--- config.mk ---
export PLATFORM = sky130hd
export DESIGN_NAME = radix_digit_formatter_top
export DESIGN_NICKNAME = d
export VERILOG_FILES = /design/src/rtl/rdf_pkg.sv /design/src/rtl/rdf_divider.sv /design/src/rtl/rdf_digit_buf.sv /design/src/rtl/radix_digit_formatter_top.sv
export SDC_FILE = /design/constraint.sdc
export NUM_CORES = 1
export LEC_CHECK = 0
export ABC_CLOCK_PERIOD_IN_PS = 4650
export BUFFER_PORTS_ARGS = -buffer_cell sky130_fd_sc_hd__buf_4
export CAP_MARGIN = 5
export CORE_ASPECT_RATIO = 0.8
export CORE_MARGIN = 2
export CORE_UTILIZATION = 40
export DETAILED_ROUTE_END_ITERATION = 7
export PLACE_DENSITY = 0.63
export SETUP_SLACK_MARGIN = 0.05
export SYNTH_ARGS = -nofsm -noshare
export SYNTH_HDL_FRONTEND = slang
export SYNTH_HIERARCHICAL = 1
export SYNTH_SLANG_ARGS = --single-unit
--- constraint.sdc ---
create_clock -name aclk -period 4.65 [get_ports aclk]
set_input_delay 0.465 -clock aclk [delete_from_list [all_inputs] [get_ports aclk]]
set_output_delay 0.465 -clock aclk [all_outputs]
set_load 0.005 [all_outputs]
--- src/rtl/rdf_pkg.sv ---
// shared types, constants and helper functions for the radix digit formatter
// no dependencies
`timescale 1ns / 1ps

package rdf_pkg;

    localparam int DEF_VALUE_WIDTH = 64;

    localparam int RADIX_W   = 6;
    localparam int CHAR_W    = 7;
    localparam int SEP_W     = 21;
    localparam int GRP_W     = 7;
    localparam int CFG_ADDR_W = 2;
    localparam int CFG_DATA_W = 21;

    localparam logic [RADIX_W-1:0] RADIX_MIN  = 6'd2;
    localparam logic [RADIX_W-1:0] RADIX_MAX  = 6'd36;
    localparam logic [RADIX_W-1:0] DEC_DIGITS = 6'd10;
    localparam logic [CHAR_W-1:0]  ASCII_ZERO  = 7'd48;
    localparam logic [CHAR_W-1:0]  ASCII_ALPHA = 7'd55;   // 'A' - 10

    // register indexes
    localparam logic [CFG_ADDR_W-1:0] REG_GROUP_BASED = 2'd0;
    localparam logic [CFG_ADDR_W-1:0] REG_GROUP_PLAIN = 2'd1;
    localparam logic [CFG_ADDR_W-1:0] REG_SEP_BASED   = 2'd2;
    localparam logic [CFG_ADDR_W-1:0] REG_SEP_PLAIN   = 2'd3;

    localparam logic [GRP_W-1:0] RST_GROUP_BASED = 7'd4;
    localparam logic [GRP_W-1:0] RST_GROUP_PLAIN = 7'd3;
    localparam logic [SEP_W-1:0] RST_SEP_BASED   = 21'd32;
    localparam logic [SEP_W-1:0] RST_SEP_PLAIN   = 21'd32;

    typedef enum logic [2:0] {
        ST_IDLE,
        ST_DIV,
        ST_READ,
        ST_SHOW,
        ST_HOLD
    } rdf_state_t;

    typedef struct packed {
        logic start;
    } rdf_div_ctrl_t;

    typedef struct packed {
        logic done;
        logic quot_zero;
    } rdf_div_stat_t;

    function automatic logic [RADIX_W-1:0] clamp_radix(input logic [RADIX_W-1:0] r);
        logic [RADIX_W-1:0] res;
        res = r;
        if (r < RADIX_MIN) begin
            res = RADIX_MIN;
        end else if (r > RADIX_MAX) begin
            res = RADIX_MAX;
        end
        return res;
    endfunction

    function automatic logic [CHAR_W-1:0] digit_ascii(input logic [RADIX_W-1:0] d);
        logic [CHAR_W-1:0] d7;
        d7 = {1'b0, d};
        return (d < DEC_DIGITS) ? d7 + ASCII_ZERO : d7 + ASCII_ALPHA;
    endfunction

endpackage

--- src/rtl/rdf_divider.sv ---
// shared restoring divider, one quotient bit per cycle
// depends on rdf_pkg
`timescale 1ns / 1ps

module rdf_divider #(
    parameter int VALUE_WIDTH = rdf_pkg::DEF_VALUE_WIDTH,
    parameter int STEP_W      = $clog2(VALUE_WIDTH)
) (
    input  logic                           aclk,
    input  logic                           aresetn,
    input  rdf_pkg::rdf_div_ctrl_t         ctrl,
    input  logic [VALUE_WIDTH-1:0]         dividend,
    input  logic [rdf_pkg::RADIX_W-1:0]    divisor,
    output logic [VALUE_WIDTH-1:0]         quotient,
    output logic [rdf_pkg::RADIX_W-1:0]    remainder,
    output rdf_pkg::rdf_div_stat_t         stat
);

    logic [VALUE_WIDTH-1:0]      dvd_reg, dvd_next;
    logic [rdf_pkg::RADIX_W-1:0] rem_reg, rem_next;
    logic [rdf_pkg::RADIX_W-1:0] dsr_reg, dsr_next;
    logic [STEP_W-1:0]           step_reg, step_next;
    logic                        busy_reg, busy_next;
    logic                        done_reg, done_next;

    logic [rdf_pkg::RADIX_W:0]   trial;
    logic [rdf_pkg::RADIX_W:0]   diff;
    logic                        fits;

    assign trial = {rem_reg, dvd_reg[VALUE_WIDTH-1]};
    assign diff  = trial - {1'b0, dsr_reg};
    assign fits  = trial >= {1'b0, dsr_reg};

    always_comb begin
        dvd_next  = dvd_reg;
        rem_next  = rem_reg;
        dsr_next  = dsr_reg;
        step_next = step_reg;
        busy_next = busy_reg;
        done_next = 1'b0;
        if (ctrl.start) begin
            dvd_next  = dividend;
            rem_next  = '0;
            dsr_next  = divisor;
            step_next = STEP_W'(VALUE_WIDTH - 1);
            busy_next = 1'b1;
        end else if (busy_reg) begin
            // quotient bits shift in behind the dividend bits
            dvd_next = {dvd_reg[VALUE_WIDTH-2:0], fits};
            rem_next = fits ? diff[rdf_pkg::RADIX_W-1:0] : trial[rdf_pkg::RADIX_W-1:0];
            if (step_reg == '0) begin
                busy_next = 1'b0;
                done_next = 1'b1;
            end else begin
                step_next = step_reg - STEP_W'(1);
            end
        end
    end

    always_ff @(posedge aclk) begin
        if (!aresetn) begin
            busy_reg <= 1'b0;
            done_reg <= 1'b0;
        end else begin
            busy_reg <= busy_next;
            done_reg <= done_next;
        end
    end

    always_ff @(posedge aclk) begin
        dvd_reg  <= dvd_next;
        rem_reg  <= rem_next;
        dsr_reg  <= dsr_next;
        step_reg <= step_next;
    end

    assign quotient       = dvd_reg;
    assign remainder      = rem_reg;
    assign stat.done      = done_reg;
    assign stat.quot_zero = (dvd_reg == '0);

endmodule

--- src/rtl/rdf_digit_buf.sv ---
// digit store: one write port, one registered read port
// depends on rdf_pkg
`timescale 1ns / 1ps

module rdf_digit_buf #(
    parameter int DEPTH  = rdf_pkg::DEF_VALUE_WIDTH,
    parameter int DATA_W = rdf_pkg::RADIX_W + 1,
    parameter int ADDR_W = $clog2(DEPTH)
) (
    input  logic              aclk,
    input  logic              wr_en,
    input  logic [ADDR_W-1:0] wr_addr,
    input  logic [DATA_W-1:0] wr_data,
    input  logic [ADDR_W-1:0] rd_addr,
    output logic [DATA_W-1:0] rd_data
);

    logic [DATA_W-1:0] mem [DEPTH];
    logic [DATA_W-1:0] rd_data_reg;

    always_ff @(posedge aclk) begin
        if (wr_en) begin
            mem[wr_addr] <= wr_data;
        end
        rd_data_reg <= mem[rd_addr];
    end

    assign rd_data = rd_data_reg;

endmodule

--- src/rtl/radix_digit_formatter_top.sv ---
// radix digit formatter: sequencer, configuration registers and output register
// depends on rdf_pkg, rdf_divider, rdf_digit_buf
`timescale 1ns / 1ps

// usage
//   input words on s_*: a magnitude, a radix (clamped to 2..36) and two flags in
//   s_tuser. each word yields one output word per digit on m_*, most significant
//   digit first, m_tlast on the least significant digit.
//   group sizes and separator codepoints come from the cfg_wr_* port; write them
//   only while no word is in progress.
// timing
//   the block holds one word at a time; s_tready is high only while idle.
//   each digit costs one pass of the shared bit-serial divider, and each
//   emitted digit passes through the READ, SHOW and HOLD states, HOLD waiting
//   out any receiver stall. all digits are divided before the first appears.
// reset
//   aresetn (synchronous, active low) returns the sequencer to idle, drops
//   m_tvalid and loads the register defaults (groups of 4 based, 3 plain,
//   separator 32). a stalled output word holds until m_tready.

module radix_digit_formatter_top #(
    parameter int VALUE_WIDTH = rdf_pkg::DEF_VALUE_WIDTH
) (
    input  logic                              aclk,
    input  logic                              aresetn,
    // configuration
    input  logic                              cfg_wr_en,
    input  logic [rdf_pkg::CFG_ADDR_W-1:0]    cfg_wr_addr,
    input  logic [rdf_pkg::CFG_DATA_W-1:0]    cfg_wr_data,
    // input words
    input  logic                              s_tvalid,
    output logic                              s_tready,
    input  logic [71:0]                       s_tdata,   // magnitude[63:0], radix[69:64], pad
    input  logic [1:0]                        s_tuser,   // based_style[0], editing_mode[1]
    // output words
    output logic                              m_tvalid,
    input  logic                              m_tready,
    output logic [31:0]                       m_tdata,   // digit_char[6:0],
                                                         // separator_follows[7],
                                                         // separator_code[28:8], pad
    output logic                              m_tlast
);

    localparam int IDX_W  = $clog2(VALUE_WIDTH);
    localparam int ENTRY_W = rdf_pkg::RADIX_W + 1;

    // configuration registers
    logic [rdf_pkg::GRP_W-1:0] grp_based_reg, grp_plain_reg;
    logic [rdf_pkg::SEP_W-1:0] sep_based_reg, sep_plain_reg;

    always_ff @(posedge aclk) begin
        if (!aresetn) begin
            grp_based_reg <= rdf_pkg::RST_GROUP_BASED;
            grp_plain_reg <= rdf_pkg::RST_GROUP_PLAIN;
            sep_based_reg <= rdf_pkg::RST_SEP_BASED;
            sep_plain_reg <= rdf_pkg::RST_SEP_PLAIN;
        end else if (cfg_wr_en) begin
            case (cfg_wr_addr)
                rdf_pkg::REG_GROUP_BASED: grp_based_reg <= cfg_wr_data[rdf_pkg::GRP_W-1:0];
                rdf_pkg::REG_GROUP_PLAIN: grp_plain_reg <= cfg_wr_data[rdf_pkg::GRP_W-1:0];
                rdf_pkg::REG_SEP_BASED:   sep_based_reg <= cfg_wr_data;
                rdf_pkg::REG_SEP_PLAIN:   sep_plain_reg <= cfg_wr_data;
                default: ;
            endcase
        end
    end

    // sequencer state
    rdf_pkg::rdf_state_t state_reg, state_next;
    logic [IDX_W-1:0]          cnt_reg, cnt_next;
    logic [rdf_pkg::GRP_W-1:0] grp_reg, grp_next;
    logic [rdf_pkg::GRP_W-1:0] grp_inc;

    // per-word settings
    logic [rdf_pkg::RADIX_W-1:0] radix_reg;
    logic [rdf_pkg::GRP_W-1:0]   spacing_reg;
    logic [rdf_pkg::SEP_W-1:0]   sepcode_reg;

    // output register
    logic [rdf_pkg::CHAR_W-1:0]  out_char_reg;
    logic                        out_sep_reg;
    logic [rdf_pkg::SEP_W-1:0]   out_code_reg;
    logic                        out_last_reg;

    logic                        accept;
    logic [rdf_pkg::RADIX_W-1:0] in_radix;
    logic                        in_based;
    logic                        in_editing;

    rdf_pkg::rdf_div_ctrl_t      div_ctrl;
    rdf_pkg::rdf_div_stat_t      div_stat;
    logic [VALUE_WIDTH-1:0]      div_dividend;
    logic [rdf_pkg::RADIX_W-1:0] div_divisor;
    logic [VALUE_WIDTH-1:0]      div_quot;
    logic [rdf_pkg::RADIX_W-1:0] div_rem;

    logic                        buf_wr_en;
    logic [ENTRY_W-1:0]          buf_wr_data;
    logic [ENTRY_W-1:0]          buf_rd_data;
    logic                        sep_here;

    assign in_radix   = rdf_pkg::clamp_radix(s_tdata[69:64]);
    assign in_based   = s_tuser[0];
    assign in_editing = s_tuser[1];
    assign s_tready   = (state_reg == rdf_pkg::ST_IDLE);
    assign accept     = s_tvalid && s_tready;

    // separator after digit i when grouping is on, i >= 1 and i mod spacing is 0
    assign sep_here    = (spacing_reg != '0) && (cnt_reg != '0) && (grp_reg == '0);
    assign buf_wr_data = {sep_here, div_rem};
    assign grp_inc     = grp_reg + rdf_pkg::GRP_W'(1);

    always_comb begin
        state_next     = state_reg;
        cnt_next       = cnt_reg;
        grp_next       = grp_reg;
        div_ctrl.start = 1'b0;
        div_dividend   = div_quot;
        div_divisor    = radix_reg;
        buf_wr_en      = 1'b0;
        case (state_reg)
            rdf_pkg::ST_IDLE: begin
                div_dividend = s_tdata[VALUE_WIDTH-1:0];
                div_divisor  = in_radix;
                if (s_tvalid) begin
                    div_ctrl.start = 1'b1;
                    cnt_next       = '0;
                    grp_next       = '0;
                    state_next     = rdf_pkg::ST_DIV;
                end
            end
            rdf_pkg::ST_DIV: begin
                if (div_stat.done) begin
                    buf_wr_en = 1'b1;
                    if (div_stat.quot_zero || cnt_reg == IDX_W'(VALUE_WIDTH - 1)) begin
                        state_next = rdf_pkg::ST_READ;
                    end else begin
                        cnt_next       = cnt_reg + IDX_W'(1);
                        grp_next       = (grp_inc == spacing_reg) ? '0 : grp_inc;
                        div_ctrl.start = 1'b1;
                    end
                end
            end
            rdf_pkg::ST_READ: begin
                state_next = rdf_pkg::ST_SHOW;
            end
            rdf_pkg::ST_SHOW: begin
                state_next = rdf_pkg::ST_HOLD;
            end
            rdf_pkg::ST_HOLD: begin
                if (m_tready) begin
                    if (cnt_reg == '0) begin
                        state_next = rdf_pkg::ST_IDLE;
                    end else begin
                        cnt_next   = cnt_reg - IDX_W'(1);
                        state_next = rdf_pkg::ST_READ;
                    end
                end
            end
            default: begin
                state_next = rdf_pkg::ST_IDLE;
            end
        endcase
    end

    always_ff @(posedge aclk) begin
        if (!aresetn) begin
            state_reg <= rdf_pkg::ST_IDLE;
            cnt_reg   <= '0;
            grp_reg   <= '0;
        end else begin
            state_reg <= state_next;
            cnt_reg   <= cnt_next;
            grp_reg   <= grp_next;
        end
    end

    always_ff @(posedge aclk) begin
        if (accept) begin
            radix_reg   <= in_radix;
            spacing_reg <= in_editing ? '0 : (in_based ? grp_based_reg : grp_plain_reg);
            sepcode_reg <= in_based ? sep_based_reg : sep_plain_reg;
        end
        if (state_reg == rdf_pkg::ST_SHOW) begin
            out_char_reg <= rdf_pkg::digit_ascii(buf_rd_data[rdf_pkg::RADIX_W-1:0]);
            out_sep_reg  <= buf_rd_data[ENTRY_W-1];
            out_code_reg <= buf_rd_data[ENTRY_W-1] ? sepcode_reg : '0;
            out_last_reg <= (cnt_reg == '0);
        end
    end

    rdf_divider #(
        .VALUE_WIDTH (VALUE_WIDTH)
    ) u_div (
        .aclk      (aclk),
        .aresetn   (aresetn),
        .ctrl      (div_ctrl),
        .dividend  (div_dividend),
        .divisor   (div_divisor),
        .quotient  (div_quot),
        .remainder (div_rem),
        .stat      (div_stat)
    );

    rdf_digit_buf #(
        .DEPTH  (VALUE_WIDTH),
        .DATA_W (ENTRY_W)
    ) u_buf (
        .aclk    (aclk),
        .wr_en   (buf_wr_en),
        .wr_addr (cnt_reg),
        .wr_data (buf_wr_data),
        .rd_addr (cnt_reg),
        .rd_data (buf_rd_data)
    );

    assign m_tvalid = (state_reg == rdf_pkg::ST_HOLD);
    assign m_tdata  = {3'b000, out_code_reg, out_sep_reg, out_char_reg};
    assign m_tlast  = out_last_reg;

endmodule

==> reports/qor.yml <==
cp-start-kind: "register"
average_wire_per_cell_in_the_routed_design_um: 21.3
vias: 16200
drt_iter0_drc: 1434
drv_slew: 0
max_freq_mhz: 301
yosysWarnings: 6
hold_slack_ns: 0.0646
yosys_register_bits: 675
clk_pin_slew_ns: 0.07
postSynthCellCount: 1890
layout.cells.non_filler: 2988
grt_first_pass_wirelength_um: 97200
cts.path.max_buffers: 3
asyncSetResetFlopFracSynth: 0
synth_sequential_area_ratio: 0.681
gp_routability_congestion: 0.796
required_arrival_time_at_the_worst_endpoint_ns: 4.91
final_min_period_over_clock_period: 0.714
timing.max_cap.violations: 0
vdd_drop_max_uv: 256
report.final.setup_viol: 0
synth_mux_area_frac: 0.138
ctsRootBufferMaster: "sky130_fd_sc_hd__clkbuf_16"
top_ports: 137
detailedPlacementHpwl_um: 39600
hold_path.class: "in -> reg"
synth_top_family_by_area: "multiplexers"
floorplan_core_area_mm2: 0.0703
share_of_cells_above_drive_strength_1: 0.237
final.fill_count: 6144
pwr_density_cell_mw_per_mm2: 402
yosys-top-cells-area: "sky130_fd_sc_hd__edfxtp_1, sky130_fd_sc_hd__mux4_2, sky130_fd_sc_hd__dfxtp_1"
fin_tns_setup_ns: 0
post_synth_instance_area_mm2: 0.0284
largest_register_ff_count: 448
period_minus_slack_ns: 3.32
htree_levels: 2
synth_simple_gate_area_frac: 0.0984
place_area_mm2: 0.0302
synth_area_leader_cell: "sky130_fd_sc_hd__edfxtp_1"
detail_route.vias_per_cell: 5.43
cts_inserted_buffers: 61
cts_tree: "yes"
drt_wl_total_um: 63500
synthXorXnorAreaFrac: 0.00833
antenna_left: 0
synth_compound_area_frac: 0.0410
synth-edff-count: 582
number_of_library_cell_types_mapped_by_synthesis: 76
top_reg_by_flops: "u_buf/mem"
placementRows: 87
postLayoutCellArea_mm2: 0.0322
status: "complete, no violations"
clk_latency_ns: 0.63
initial_core_util: 0.404
post-cts-setup-buffer-count: 0
final-hold-violation-count: 0
dpl.cell_count: 2873
register_area_mm2: 0.0194
die_y_um: 242
number_of_antenna_violations_at_the_first_check_in_global_routing: 0
final_net_count: 2121
synth_area_per_cell_um2: 15.0
criticalPathCategory: "reg -> reg"
setup_skew_ns: 0.0271
slew_headroom: 0.196
drc_errors: 0
synth.cells.most_frequent: "sky130_fd_sc_hd__edfxtp_1, sky130_fd_sc_hd__nand2_1, sky130_fd_sc_hd__nor2_1, sky130_fd_sc_hd__mux4_2, sky130_fd_sc_hd__dfxtp_1"
num_antenna_cells: 0
multi_input_area_mm2: 0.00837
cellLeakagePower_nw: 10.7
rsz0062_at_grt: "false"
critical_path.endpoint_type: "register"
drtPass1Iterations: 5
post-synth-top-area-fraction: 0.616
global_route.overflow_total: 0
synth.most_common_cell: "sky130_fd_sc_hd__edfxtp_1"
die_w_um: 302
worst_slew_pin_slew_ns: 1.20
port_buffers: 131
timing.critical_path.arrival_ns: 3.58
synthToLayoutAreaGrowth_pct: 13.4
clock_sinks: 675
vias_in_the_first_global_route: 16300
maximum_number_of_pins_on_one_net_before_global_route_repair: 71
critPathMaxFanout: 64
design_power_total_mw: 12.9
synth-main-ff-cell: "sky130_fd_sc_hd__edfxtp_1"
cts_resized: 0
cts_hold_buf: 0
design.die.area_mm2: 0.0731
post_synth_fa_ha_maj_area_fraction: 0.00811
grt_use_total: 0.172
placed cells by master (no fill, tap or decap), types with 8 or more instances in the layout:
cell type                   netlist  layout
sky130_fd_sc_hd__nor4_1          25      25
sky130_fd_sc_hd__clkbuf_16        0      62
sky130_fd_sc_hd__mux2_2          92      92
sky130_fd_sc_hd__a22oi_1          9       9
sky130_fd_sc_hd__clkinv_1         1      13
sky130_fd_sc_hd__nor2b_1          8       8
sky130_fd_sc_hd__nand3_1         20      20
sky130_fd_sc_hd__xor2_1          11      11
sky130_fd_sc_hd__inv_1           28      28
sky130_fd_sc_hd__dfxtp_1         93      84
sky130_fd_sc_hd__a21oi_1         64      64
sky130_fd_sc_hd__o31ai_1         10      10
sky130_fd_sc_hd__clkbuf_1        56      14
sky130_fd_sc_hd__xnor2_1         16      16
sky130_fd_sc_hd__nand2b_1        11      11
sky130_fd_sc_hd__o22ai_1         13      13
sky130_fd_sc_hd__ha_1            16      16
sky130_fd_sc_hd__edfxtp_1       582     582
sky130_fd_sc_hd__a211oi_1        11      11
sky130_fd_sc_hd__mux4_2         112     112
sky130_fd_sc_hd__nor2_1         115     114
sky130_fd_sc_hd__nor3_1          17      16
sky130_fd_sc_hd__nand2_1        328     328
sky130_fd_sc_hd__o221ai_1         9       9
sky130_fd_sc_hd__o21ai_0         12      12
sky130_fd_sc_hd__o21ai_1          8       8
sky130_fd_sc_hd__buf_4           14     155
sky130_fd_sc_hd__clkinv_2         0      12
sky130_fd_sc_hd__mux2i_1         35      35
sky130_fd_sc_hd__and2_1          24      23
report_power, final:
group          internal [mW]  switching [mW]
registers               6.91           0.110
clock network           2.80            2.18
logic                  0.352           0.573
metal layers:
metal  vias to the layer above  track usage  share of wire
met2                       506        0.268           0.47
met1                      8274        0.253           0.45
li1                       7384            -              -
met5                         -            0              0
met4                         0       0.0381          0.015
met3                        73       0.0308          0.066
worst max-delay path, cell delays in order, from the launching register on:
cell                       delay (ns)
sky130_fd_sc_hd__edfxtp_1        0.43
sky130_fd_sc_hd__nor4_1          0.59
sky130_fd_sc_hd__nand4_1         0.16
sky130_fd_sc_hd__nor4_1          0.37
sky130_fd_sc_hd__buf_4           0.23
sky130_fd_sc_hd__a211oi_2        0.10
sky130_fd_sc_hd__or2_4           0.36
sky130_fd_sc_hd__or2_2           0.29
sky130_fd_sc_hd__buf_4           0.37
cells by family after synthesis:
logic type	Yosys count
AND/OR/NAND/NOR	612
flip-flops	675
buffers and inverters	140
other	1
adder cells (fa/ha/maj)	18
multiplexers	240
XOR/XNOR	27
AO/OA/AOI/OAI	177
final cells by class:
class / count / share of cell area
clock buffers: 82 / 0.0518
flip-flops and latches: 675 / 0.602
well taps: 934 / 0.0363
repair buffers: 156 / 0.0368
clock inverters: 33 / 0.00961
multi-input cells: 1077 / 0.260
inverters: 31 / 0.00362
metrics by stage:
step | util | setup WS, ns
after floorplan | - | 0.623
after global placement | 0.429 | 1.42
after detailed placement | 0.429 | 1.34
after CTS | 0.458 | 1.32
after global routing | 0.458 | 1.22
final | 0.458 | 1.33
final timing paths:
kind | startpoint | to | slack [ns] | depth (start not counted)
worst max-delay path | u_div/quotient[28] | u_div/quotient[8] | 1.33 | 8
worst min-delay path | s_tdata[69] | radix_reg[5] | 0.06 | 1
worst max register to register | u_div/quotient[28] | u_div/quotient[8] | 1.33 | 8
worst min register to register | sep_based_reg[0] | sep_based_reg[0] | 0.45 | 2
Note: power is estimated with default switching activity, not from simulation.
